<file path="src/hw/rtl/cfc_pkg.sv">
// shared types, constants and a decode function for the canopen frame classifier
package cfc_pkg;

	// field widths
	localparam int unsigned CAN_ID_W   = 11;
	localparam int unsigned LEN_W      = 4;
	localparam int unsigned PAYLOAD_W  = 64;
	localparam int unsigned NODE_W     = 7;
	localparam int unsigned CLASS_W    = 4;
	localparam int unsigned PDO_W      = 3;
	localparam int unsigned CMD_W      = 3;
	localparam int unsigned BYTE_W     = 8;
	localparam int unsigned WORD_W     = 32;
	localparam int unsigned REASON_W   = 5;
	localparam int unsigned TYPE_W     = 3;

	// stream and configuration port widths
	localparam int unsigned S_TDATA_W  = 80;
	localparam int unsigned M_TDATA_W  = 72;
	localparam int unsigned M_TUSER_W  = 5;
	localparam int unsigned CFG_IDX_W  = 3;
	localparam int unsigned CFG_DATA_W = 11;

	// configuration register indexes
	localparam logic [CFG_IDX_W-1:0] REG_FILTER_ENABLE      = 3'd0;
	localparam logic [CFG_IDX_W-1:0] REG_ID_MIN             = 3'd1;
	localparam logic [CFG_IDX_W-1:0] REG_ID_MAX             = 3'd2;
	localparam logic [CFG_IDX_W-1:0] REG_NODE_FILTER_ENABLE = 3'd3;
	localparam logic [CFG_IDX_W-1:0] REG_NODE_FILTER_ID     = 3'd4;
	localparam logic [CFG_IDX_W-1:0] REG_TYPE_FILTER        = 3'd5;
	localparam logic [CFG_IDX_W-1:0] REG_SCAN_ENABLE        = 3'd6;

	// type filter codes
	localparam logic [TYPE_W-1:0] TF_NONE = 3'd0;
	localparam logic [TYPE_W-1:0] TF_PDO  = 3'd1;
	localparam logic [TYPE_W-1:0] TF_SDO  = 3'd2;
	localparam logic [TYPE_W-1:0] TF_EMCY = 3'd3;
	localparam logic [TYPE_W-1:0] TF_NMT  = 3'd4;
	localparam logic [TYPE_W-1:0] TF_HB   = 3'd5;

	// frame classes
	localparam logic [CLASS_W-1:0] CLS_NMT      = 4'd0;
	localparam logic [CLASS_W-1:0] CLS_EMCY     = 4'd1;
	localparam logic [CLASS_W-1:0] CLS_SYNC     = 4'd2;
	localparam logic [CLASS_W-1:0] CLS_TIME     = 4'd3;
	localparam logic [CLASS_W-1:0] CLS_TPDO     = 4'd4;
	localparam logic [CLASS_W-1:0] CLS_RPDO     = 4'd5;
	localparam logic [CLASS_W-1:0] CLS_SDO_RESP = 4'd6;
	localparam logic [CLASS_W-1:0] CLS_SDO_REQ  = 4'd7;
	localparam logic [CLASS_W-1:0] CLS_BOOTUP   = 4'd8;
	localparam logic [CLASS_W-1:0] CLS_HEARTBT  = 4'd9;
	localparam logic [CLASS_W-1:0] CLS_UNKNOWN  = 4'd10;
	localparam logic [CLASS_W-1:0] CLS_HB_EMPTY = 4'd11;

	// nmt commands
	localparam logic [CMD_W-1:0] NMT_START      = 3'd0;
	localparam logic [CMD_W-1:0] NMT_STOP       = 3'd1;
	localparam logic [CMD_W-1:0] NMT_PREOP      = 3'd2;
	localparam logic [CMD_W-1:0] NMT_RESET_NODE = 3'd3;
	localparam logic [CMD_W-1:0] NMT_RESET_COMM = 3'd4;
	localparam logic [CMD_W-1:0] NMT_UNKNOWN    = 3'd5;

	// heartbeat states
	localparam logic [CMD_W-1:0] HB_BOOTUP  = 3'd0;
	localparam logic [CMD_W-1:0] HB_STOPPED = 3'd1;
	localparam logic [CMD_W-1:0] HB_OPER    = 3'd2;
	localparam logic [CMD_W-1:0] HB_PREOP   = 3'd3;
	localparam logic [CMD_W-1:0] HB_UNKNOWN = 3'd4;

	// sdo command specifiers
	localparam logic [CMD_W-1:0] SDO_CS_UPLOAD = 3'd3;
	localparam logic [CMD_W-1:0] SDO_CS_ABORT  = 3'd4;

	// cob-id function bases
	localparam logic [CAN_ID_W-1:0] BASE_MASK = 11'h780;
	localparam logic [CAN_ID_W-1:0] BASE_EMCY = 11'h080;
	localparam logic [CAN_ID_W-1:0] ID_SYNC   = 11'h080;
	localparam logic [CAN_ID_W-1:0] ID_TIME   = 11'h100;
	localparam logic [CAN_ID_W-1:0] BASE_PDO_LO = 11'h180;
	localparam logic [CAN_ID_W-1:0] BASE_PDO_HI = 11'h500;
	localparam logic [CAN_ID_W-1:0] BASE_TPDO_HI = 11'h480;
	localparam logic [CAN_ID_W-1:0] BASE_RPDO_LO = 11'h200;
	localparam logic [CAN_ID_W-1:0] BASE_SDO_TX = 11'h580;
	localparam logic [CAN_ID_W-1:0] BASE_SDO_RX = 11'h600;
	localparam logic [CAN_ID_W-1:0] BASE_HB     = 11'h700;

	localparam int unsigned ABORT_N = 23;

	// one result item
	typedef struct packed {
		logic [REASON_W-1:0] abort_reason;
		logic                value_valid;
		logic [WORD_W-1:0]   word_value;
		logic [CMD_W-1:0]    sdo_command;
		logic [CMD_W-1:0]    heartbeat_state;
		logic [BYTE_W-1:0]   nmt_target;
		logic [CMD_W-1:0]    nmt_command;
		logic                node_found;
		logic [PDO_W-1:0]    pdo_index;
		logic [NODE_W-1:0]   node_number;
		logic [CLASS_W-1:0]  frame_class;
		logic                accepted;
	} cfc_result_t;

	// sdo abort code to reason number, zero when not listed
	function automatic logic [REASON_W-1:0] abort_lookup(input logic [WORD_W-1:0] code);
		logic [REASON_W-1:0] r;
		r = '0;
		case (code)
			32'h05030000: r = 5'd1;
			32'h05040000: r = 5'd2;
			32'h05040001: r = 5'd3;
			32'h05040002: r = 5'd4;
			32'h05040003: r = 5'd5;
			32'h05040004: r = 5'd6;
			32'h05040005: r = 5'd7;
			32'h06010000: r = 5'd8;
			32'h06010001: r = 5'd9;
			32'h06010002: r = 5'd10;
			32'h06020000: r = 5'd11;
			32'h06040041: r = 5'd12;
			32'h06040042: r = 5'd13;
			32'h06040043: r = 5'd14;
			32'h06070010: r = 5'd15;
			32'h06090011: r = 5'd16;
			32'h06090030: r = 5'd17;
			32'h06090031: r = 5'd18;
			32'h06090032: r = 5'd19;
			32'h08000000: r = 5'd20;
			32'h08000020: r = 5'd21;
			32'h08000021: r = 5'd22;
			32'h08000022: r = 5'd23;
			default:      r = '0;
		endcase
		return r;
	endfunction

endpackage

</file>
<file path="src/hw/rtl/canopen_frame_filter_classifier.sv">
// canopen frame filter and classifier: input register, decode logic, result register
// a frame accepted on the slave side passes the input register, then the result register, which drives the master side
// throughput: one frame per cycle while the master side accepts; an empty input register fills while a result waits
// the only loop is the ready chain from the result register back to the input register
// reset (arst_n low, asynchronous) empties both stages and sets the configuration
// to filter off, id range 0..2047, node and type filter off, scan off
module canopen_frame_filter_classifier
	import cfc_pkg::*;
(
	input  logic                  clk,
	input  logic                  arst_n,
	// slave side
	input  logic                  s_axis_tvalid,
	output logic                  s_axis_tready,
	input  logic [S_TDATA_W-1:0]  s_axis_tdata,  // can_id, data_len, payload, zero pad
	// master side
	output logic                  m_axis_tvalid,
	input  logic                  m_axis_tready,
	output logic [M_TDATA_W-1:0]  m_axis_tdata,  // node_number, pdo_index, node_found,
	                                             // nmt_command, nmt_target, heartbeat_state,
	                                             // sdo_command, word_value, value_valid,
	                                             // abort_reason, zero pad
	output logic [M_TUSER_W-1:0]  m_axis_tuser,  // accepted, frame_class
	// configuration write channel
	input  logic                  cfg_valid,
	output logic                  cfg_ready,
	input  logic [CFG_IDX_W-1:0]  cfg_index,
	input  logic [CFG_DATA_W-1:0] cfg_data
);

	// configuration registers
	logic                filter_enable_q;
	logic [CAN_ID_W-1:0] id_min_q;
	logic [CAN_ID_W-1:0] id_max_q;
	logic                node_filter_enable_q;
	logic [NODE_W-1:0]   node_filter_id_q;
	logic [TYPE_W-1:0]   type_filter_q;
	logic                scan_enable_q;

	// pipeline registers
	logic                 valid_s1;
	logic [CAN_ID_W-1:0]  can_id_s1;
	logic [LEN_W-1:0]     data_len_s1;
	logic [PAYLOAD_W-1:0] payload_s1;
	logic                 valid_s2;
	cfc_result_t          result_s2;

	logic        adv_s2;
	logic        adv_s1;
	cfc_result_t res;

	// decode helpers
	logic [NODE_W-1:0]   node;
	logic [CAN_ID_W-1:0] base;
	logic [BYTE_W-1:0]   b0;
	logic [BYTE_W-1:0]   b1;
	logic [WORD_W-1:0]   hi_word;
	logic [WORD_W-1:0]   expd_mask;
	logic                pass;

	// handshake: result stage moves when empty or taken, input stage follows
	assign adv_s2        = !valid_s2 || m_axis_tready;
	assign adv_s1        = valid_s1 && adv_s2;
	assign s_axis_tready = !valid_s1 || adv_s2;
	assign cfg_ready     = 1'b1;

	// configuration writes
	always_ff @(posedge clk or negedge arst_n) begin
		if (!arst_n) begin
			filter_enable_q      <= 1'b0;
			id_min_q             <= '0;
			id_max_q             <= '1;
			node_filter_enable_q <= 1'b0;
			node_filter_id_q     <= '0;
			type_filter_q        <= TF_NONE;
			scan_enable_q        <= 1'b0;
		end else if (cfg_valid) begin
			unique case (cfg_index)
				REG_FILTER_ENABLE:      filter_enable_q      <= cfg_data[0];
				REG_ID_MIN:             id_min_q             <= cfg_data[CAN_ID_W-1:0];
				REG_ID_MAX:             id_max_q             <= cfg_data[CAN_ID_W-1:0];
				REG_NODE_FILTER_ENABLE: node_filter_enable_q <= cfg_data[0];
				REG_NODE_FILTER_ID:     node_filter_id_q     <= cfg_data[NODE_W-1:0];
				REG_TYPE_FILTER:        type_filter_q        <= cfg_data[TYPE_W-1:0];
				REG_SCAN_ENABLE:        scan_enable_q        <= cfg_data[0];
				default: begin
				end
			endcase
		end
	end

	// input register control
	always_ff @(posedge clk or negedge arst_n) begin
		if (!arst_n) begin
			valid_s1 <= 1'b0;
		end else if (s_axis_tready) begin
			valid_s1 <= s_axis_tvalid;
		end
	end

	// input register payload
	always_ff @(posedge clk) begin
		if (s_axis_tvalid && s_axis_tready) begin
			can_id_s1   <= s_axis_tdata[10:0];
			data_len_s1 <= s_axis_tdata[14:11];
			payload_s1  <= s_axis_tdata[78:15];
		end
	end

	// field extraction
	assign node    = can_id_s1[NODE_W-1:0];
	assign base    = can_id_s1 & BASE_MASK;
	assign b0      = payload_s1[7:0];
	assign b1      = payload_s1[15:8];
	assign hi_word = payload_s1[63:32];

	// expedited upload keeps 4-n bytes from byte 4
	always_comb begin
		case (b0[3:2])
			2'd0:    expd_mask = 32'hFFFF_FFFF;
			2'd1:    expd_mask = 32'h00FF_FFFF;
			2'd2:    expd_mask = 32'h0000_FFFF;
			default: expd_mask = 32'h0000_00FF;
		endcase
	end

	// acceptance filter
	always_comb begin
		pass = 1'b1;
		if (filter_enable_q) begin
			if (can_id_s1 < id_min_q || can_id_s1 > id_max_q)
				pass = 1'b0;
			if (node_filter_enable_q && node != node_filter_id_q)
				pass = 1'b0;
			case (type_filter_q)
				TF_PDO:  if (!(base >= BASE_PDO_LO && base <= BASE_PDO_HI)) pass = 1'b0;
				TF_SDO:  if (!(base == BASE_SDO_TX || base == BASE_SDO_RX)) pass = 1'b0;
				TF_EMCY: if (base != BASE_EMCY) pass = 1'b0;
				TF_NMT:  if (can_id_s1 != '0) pass = 1'b0;
				TF_HB:   if (base != BASE_HB) pass = 1'b0;
				default: begin
				end
			endcase
		end
	end

	// classification and payload decode
	always_comb begin
		res             = '0;
		res.accepted    = 1'b1;
		res.node_number = node;
		if (can_id_s1 == '0) begin
			res.frame_class = CLS_NMT;
			if (data_len_s1 >= 4'd2) begin
				res.nmt_target = b1;
				unique case (b0)
					8'h01:   res.nmt_command = NMT_START;
					8'h02:   res.nmt_command = NMT_STOP;
					8'h80:   res.nmt_command = NMT_PREOP;
					8'h81:   res.nmt_command = NMT_RESET_NODE;
					8'h82:   res.nmt_command = NMT_RESET_COMM;
					default: res.nmt_command = NMT_UNKNOWN;
				endcase
			end else begin
				res.nmt_command = NMT_UNKNOWN;
			end
		end else if (base == BASE_EMCY && node != '0) begin
			res.frame_class = CLS_EMCY;
			if (data_len_s1 >= 4'd2) begin
				res.word_value  = {16'h0000, b1, b0};
				res.value_valid = 1'b1;
			end
		end else if (can_id_s1 == ID_SYNC) begin
			res.frame_class = CLS_SYNC;
		end else if (can_id_s1 == ID_TIME) begin
			res.frame_class = CLS_TIME;
		end else if (base >= BASE_PDO_LO && base <= BASE_TPDO_HI && base[7]) begin
			// tpdo bases 0x180..0x480: number is id bits 10..8
			res.frame_class = CLS_TPDO;
			res.pdo_index   = can_id_s1[10:8];
		end else if (base >= BASE_RPDO_LO && base <= BASE_PDO_HI && !base[7]) begin
			// rpdo bases 0x200..0x500: number is id bits 10..8 minus one
			res.frame_class = CLS_RPDO;
			res.pdo_index   = can_id_s1[10:8] - 3'd1;
		end else if (base == BASE_SDO_TX) begin
			res.frame_class = CLS_SDO_RESP;
			if (data_len_s1 >= 4'd4) begin
				res.sdo_command = b0[7:5];
				if (b0[7:5] == SDO_CS_UPLOAD && b0[1]) begin
					res.word_value  = hi_word & expd_mask;
					res.value_valid = 1'b1;
				end else if (b0[7:5] == SDO_CS_ABORT && data_len_s1 >= 4'd8) begin
					res.word_value   = hi_word;
					res.value_valid  = 1'b1;
					res.abort_reason = abort_lookup(hi_word);
				end
			end
		end else if (base == BASE_SDO_RX) begin
			res.frame_class = CLS_SDO_REQ;
		end else if (base == BASE_HB) begin
			if (data_len_s1 == '0) begin
				res.frame_class = CLS_HB_EMPTY;
			end else if (b0 == '0) begin
				res.frame_class = CLS_BOOTUP;
			end else begin
				res.frame_class = CLS_HEARTBT;
				unique case (b0)
					8'h04:   res.heartbeat_state = HB_STOPPED;
					8'h05:   res.heartbeat_state = HB_OPER;
					8'h7F:   res.heartbeat_state = HB_PREOP;
					default: res.heartbeat_state = HB_UNKNOWN;
				endcase
			end
		end else begin
			res.frame_class = CLS_UNKNOWN;
		end

		// discovery in scan mode
		case (res.frame_class) inside
			CLS_EMCY, CLS_TPDO, CLS_SDO_RESP, CLS_BOOTUP, CLS_HEARTBT, CLS_HB_EMPTY:
				res.node_found = scan_enable_q;
			default:
				res.node_found = 1'b0;
		endcase

		// rejected frames carry nothing
		if (!pass)
			res = '0;
	end

	// result register control
	always_ff @(posedge clk or negedge arst_n) begin
		if (!arst_n) begin
			valid_s2 <= 1'b0;
		end else if (adv_s2) begin
			valid_s2 <= valid_s1;
		end
	end

	// result register payload
	always_ff @(posedge clk) begin
		if (adv_s1) begin
			result_s2 <= res;
		end
	end

	// master side packing
	assign m_axis_tvalid = valid_s2;
	assign m_axis_tuser  = {result_s2.frame_class, result_s2.accepted};
	assign m_axis_tdata  = {6'b000000,
	                        result_s2.abort_reason,
	                        result_s2.value_valid,
	                        result_s2.word_value,
	                        result_s2.sdo_command,
	                        result_s2.heartbeat_state,
	                        result_s2.nmt_target,
	                        result_s2.nmt_command,
	                        result_s2.node_found,
	                        result_s2.pdo_index,
	                        result_s2.node_number};

`ifndef SYNTHESIS
	// rejected frame transfers carry an all-zero result
	a_reject_zero: assert property (@(posedge clk) disable iff (!arst_n)
		(valid_s2 && !result_s2.accepted) |-> (result_s2 == '0))
		else $error("rejected frame with nonzero fields");

	// pdo number only on pdo classes
	a_pdo_class: assert property (@(posedge clk) disable iff (!arst_n)
		(valid_s2 && result_s2.pdo_index != '0) |->
		(result_s2.frame_class == CLS_TPDO || result_s2.frame_class == CLS_RPDO))
		else $error("pdo index on non-pdo class");

	// decoded value only for emcy or sdo response
	a_value_class: assert property (@(posedge clk) disable iff (!arst_n)
		(valid_s2 && result_s2.value_valid) |->
		(result_s2.frame_class == CLS_EMCY || result_s2.frame_class == CLS_SDO_RESP))
		else $error("value on wrong class");

	// abort reason implies a decoded sdo response value
	a_abort_value: assert property (@(posedge clk) disable iff (!arst_n)
		(valid_s2 && result_s2.abort_reason != '0) |->
		(result_s2.value_valid && result_s2.frame_class == CLS_SDO_RESP))
		else $error("abort reason without sdo value");

	// node discovery needs scan mode and an accepted frame
	a_found_scan: assert property (@(posedge clk) disable iff (!arst_n)
		(valid_s2 && result_s2.node_found) |-> (scan_enable_q && result_s2.accepted))
		else $error("node found outside scan mode");
`endif

endmodule

</file>
<file path="config.mk">
export PLATFORM = sky130hd
export DESIGN_NAME = canopen_frame_filter_classifier
export DESIGN_NICKNAME = d
export VERILOG_FILES = /design/src/hw/rtl/cfc_pkg.sv /design/src/hw/rtl/canopen_frame_filter_classifier.sv
export SDC_FILE = /design/constraint.sdc
export NUM_CORES = 1
export LEC_CHECK = 0
export BUFFER_PORTS_ARGS = -buffer_cell sky130_fd_sc_hd__buf_2
export CAP_MARGIN = 10
export CORE_AREA = 2 2 177 136
export CTS_CLUSTER_DIAMETER = 150
export DETAILED_ROUTE_END_ITERATION = 6
export DIE_AREA = 0 0 179 138
export GPL_ROUTABILITY_DRIVEN = 0
export PLACE_DENSITY = 0.56
export SETUP_SLACK_MARGIN = 0.1
export SLEW_MARGIN = 20
export SYNTH_ARGS = -nofsm -noshare
export SYNTH_HDL_FRONTEND = slang
export SYNTH_SLANG_ARGS = --single-unit
export TNS_END_PERCENT = 30
</file>
<file path="constraint.sdc">
create_clock -name clk -period 6.75 [get_ports clk]
set_input_delay 1.35 -clock clk [delete_from_list [all_inputs] [get_ports clk]]
set_output_delay 1.35 -clock clk [all_outputs]
set_load 0.05 [all_outputs]
</file>
==> out/metrics.csv <==
stage,metric,value,unit
cells_and_area,Final nets,924,
yosys,synthesized area,0.00791,mm2
worst_setup_path,Top delay family on crit path,simple AND/OR/NAND/NOR gates,
clock_tree,H-tree Lvls,4,
global_route,total track usage,16.6,%
die,placement row count,49,
yosys,post-synth cell types,67,
clock_tree,post-CTS sizing,0,
route,drt pass-1 iters,5,
route,Remaining DRCs,0,
global_route,initial antenna violation count,1,
clock_tree,Hold Buf Count CTS,0,
worst_setup_path,"critical path fanouts, max",53,
clock_tree,Clock Latency Late Sink,0.43,ns
yosys,"Seq/Total Area, Yosys",62.7,%
cells_and_area,Syn-to-layout area delta,20.7,%
power_and_ir_drop,maximum vdd drop,0.000162,V
route,DRT Wirelength,19.8,mm
cells_and_area,layout cells sized above 1,28.4,%
route,initial drt markers,498,
timing,Tcrit/Tclk final,62.6,%
yosys,yosys synthesis warning count,0,
placement,Detailed Place HPWL,14.2,mm
worst_setup_path,Setup Crit Path Kind,reg2reg,
job,max-cap violations,0,
timing,Final Hold Viols,0,
timing,slew margin rel.,32.6,%
worst_setup_path,Crit-path slowest cell,a2111oi_0,
yosys,Yosys reg bits,171,
clock_tree,clk slew on worst S/H paths,0.07,ns
cells_and_area,Antenna diodes,0,
yosys,"area leader, netlist",edfxtp_1,
yosys,Mapped Cells,655,
timing,unrepaired setup endpoints after global routing,false,
timing,setup_tns,0,ns
timing,Worst-Margin Slew,1.00,ns
timing,final worst slack,2.52,ns
yosys,number of synthesized flops with an enable pin,134,
timing,Final Max Tran Viols,0,
global_route,Congestion Overflow GR,0,
yosys,Synth top area share,50.9,%
yosys,Synth top cells by count,"134 x edfxtp_1, 72 x nand2_1, 41 x nor2_1",
die,DIE WIDTH,179,um
clock_tree,number of CTS-inserted buffers,17,
die,Initial Utilization,34.0,%
placement,"worst slack, placed",2.52,ns
timing,Tmin final,4.23,ns
min_path,Min-Delay Path Class,reg2reg,
status,status,"finished, final reports clean",
placement,I/O Buffers,154,
worst_setup_path,largest stage delay on the critical path,0.82,ns
cells_and_area,Finished Core Util,41.1,%
global_route,vias in the first global route,5378,
clock_tree,Clock Tree Buf Depth,2,
route,Wirelength per Cell,17.7,um
global_route,first-pass GRT wire length,31.0,mm
timing,Final Skew,0.0122,ns
die,die area,0.0247,mm2
power_and_ir_drop,pwr dens,294,mW/mm2
worst_setup_path,FF-to-FF Start,can_id_s1[2],
route,vias post-DR,5629,
worst_setup_path,CP startpoint kind,flip-flop,
clock_tree,root buffer cell,clkbuf_16,
power_and_ir_drop,Total Power,2.81,mW
power_and_ir_drop,Leakage,3.65,nW
worst_setup_path,Worst setup startpoint,can_id_s1[2],
worst_setup_path,WP buf/inv,0,
worst_setup_path,Worst EP arrival,4.38,ns
worst_setup_path,CP cell instances,or4_1 -> or4_4 -> or3_4 -> o311ai_2 -> nand4_4 -> a2111oi_0,
global_route,largest net degree at the start of global routing,72,
die,Die Ht,138,um
min_path,min-delay src,valid_s1,
die,Core ar.,0.0232,mm2
worst_setup_path,Worst EP required,6.90,ns
yosys,Main synth FF type,edfxtp_1,
yosys,"top cells by area, synth","edfxtp_1 51%, dfrtp_1 8.2%, ha_1 3.8%, dfstp_2 3.7%, nand2_1 3.4%",
die,I/O pin cnt,179,
yosys,async set-reset flop share out of synthesis,21.6,%
timing,# setup viols final,0,
worst_setup_path,Critical Path End Type,flip-flop,
clock_tree,CTS tree,done,
route,Vias/cell,5.03,
yosys,Mean Syn Cell Area,12.1,um2
clock_tree,clk sink count,171,
route,Antenna Nets Post-Route,0,
timing,Max Freq,236,MHz
yosys,top-count cell post-synth,edfxtp_1,
clock_tree,Post-CTS Setup Inserts,0,
==> power by group <==
| group | internal, mW | switching [mW] | total [mW] |
|---|---|---|---|
| sequential | 1.27 | 0.0668 | 1.34 |
| combinational | 0.145 | 0.374 | 0.520 |
| clock | 0.516 | 0.431 | 0.947 |
| total | 1.93 | 0.872 | 2.81 |
==> cell families after synthesis <==
logic type,count (synthesis),share of synthesized area [%]
AOI/OAI and AO/OA,110,9.66
xor gates and xnor gates,10,1.11
adders and majority gates,25,3.92
buffers and inverters,77,4.06
DFF,171,62.7
muxes,16,2.26
other,2,0.0949
and+or+nand+nor,244,16.1
==> flip-flops by register name, indices dropped and copies added, names as in the netlist <==
register	cells
m_axis_tvalid	1
data_len_s1	4
id_max_q	11
id_min_q	11
filter_enable_q	1
valid_s1	1
type_filter_q	3
node_filter_id_q	7
node_filter_enable_q	1
scan_enable_q	1
payload_s1	48
m_axis_tdata	66
can_id_s1	11
m_axis_tuser	5
==> path summary, 6_finish.rpt <==
| check | end | slack, ns | depth (start not counted) |
|---|---|---|---|
| worst max-delay path | m_axis_tdata[62] | 2.52 | 6 |
| worst min-delay path | m_axis_tvalid | 0.49 | 1 |
| worst max register to register | m_axis_tdata[62] | 2.52 | 6 |
| worst min register to register | m_axis_tvalid | 0.49 | 1 |
| max in group asynchronous | id_min_q[6] | 5.17 | 1 |
| min in group asynchronous | node_filter_id_q[6] | 1.03 | 1 |
==> cell type report <==
type                            count  area, um2
Inverter                           38        143
Timing Repair Buffer              161        823
Clock buffer                       18        429
Multi-Input combinational cell    412       2670
Sequential cell                   171       4960
Tap cell                          306        383
Fill cell                        2178      13700
Clock inverter                     14        136
==> routing by layer <==
metal | wire, um | GRT usage, % | vias up
li1 | - | - | 2731
met1 | 9580 | 25.2 | 2670
met2 | 8110 | 22.0 | 196
met3 | 1680 | 5.12 | 30
met4 | 446 | 6.33 | 2
met5 | 13 | 0 | -
==> cell usage in the layout, fill, tap and decap left out, types with 4 or more instances in the layout <==
cell,Yosys,final
a2111oi_0,4,4
a211oi_1,4,4
a21o_1,5,5
a21oi_1,15,15
a22oi_1,8,8
a31oi_1,5,5
a32oi_1,9,9
buf_2,5,154
buf_4,7,7
clkbuf_16,0,17
clkinvlp_4,0,4
conb_1,2,7
dfrtp_1,26,26
dfstp_2,11,11
edfxtp_1,134,134
ha_1,24,24
inv_1,38,38
inv_6,0,4
mux2_2,15,15
nand2_1,72,72
nand2b_1,7,7
nand3_1,8,8
nand3b_1,4,4
nand4_1,9,9
nand4b_1,5,5
nor2_1,41,41
nor2b_1,6,6
nor3_1,31,31
nor3b_1,7,5
nor4_1,31,31
o21ai_0,35,35
xnor2_1,4,4
xor2_1,6,6
==> worst register-to-register path, delay by kind of cell, from the launching register on <==
family / cells / cell delay, ns
AO/OA/AOI/OAI: 2 / 1.16
flip-flops: 1 / 0.51
AND/OR/NAND/NOR: 4 / 2.29
==> through the flow <==
stage | cell area [um2] | std cells | hold slack [ns]
3_3_place_gp | 8980 | 1088 | 0.478
6_report | 9550 | 1120 | 0.487
5_1_grt | 9550 | 1120 | 0.534
2_1_floorplan | 7930 | 660 | 0.449
4_1_cts | 9550 | 1120 | 0.494
3_5_place_dp | 8980 | 1088 | 0.486
No activity file was read; power rests on OpenSTA's default activity.
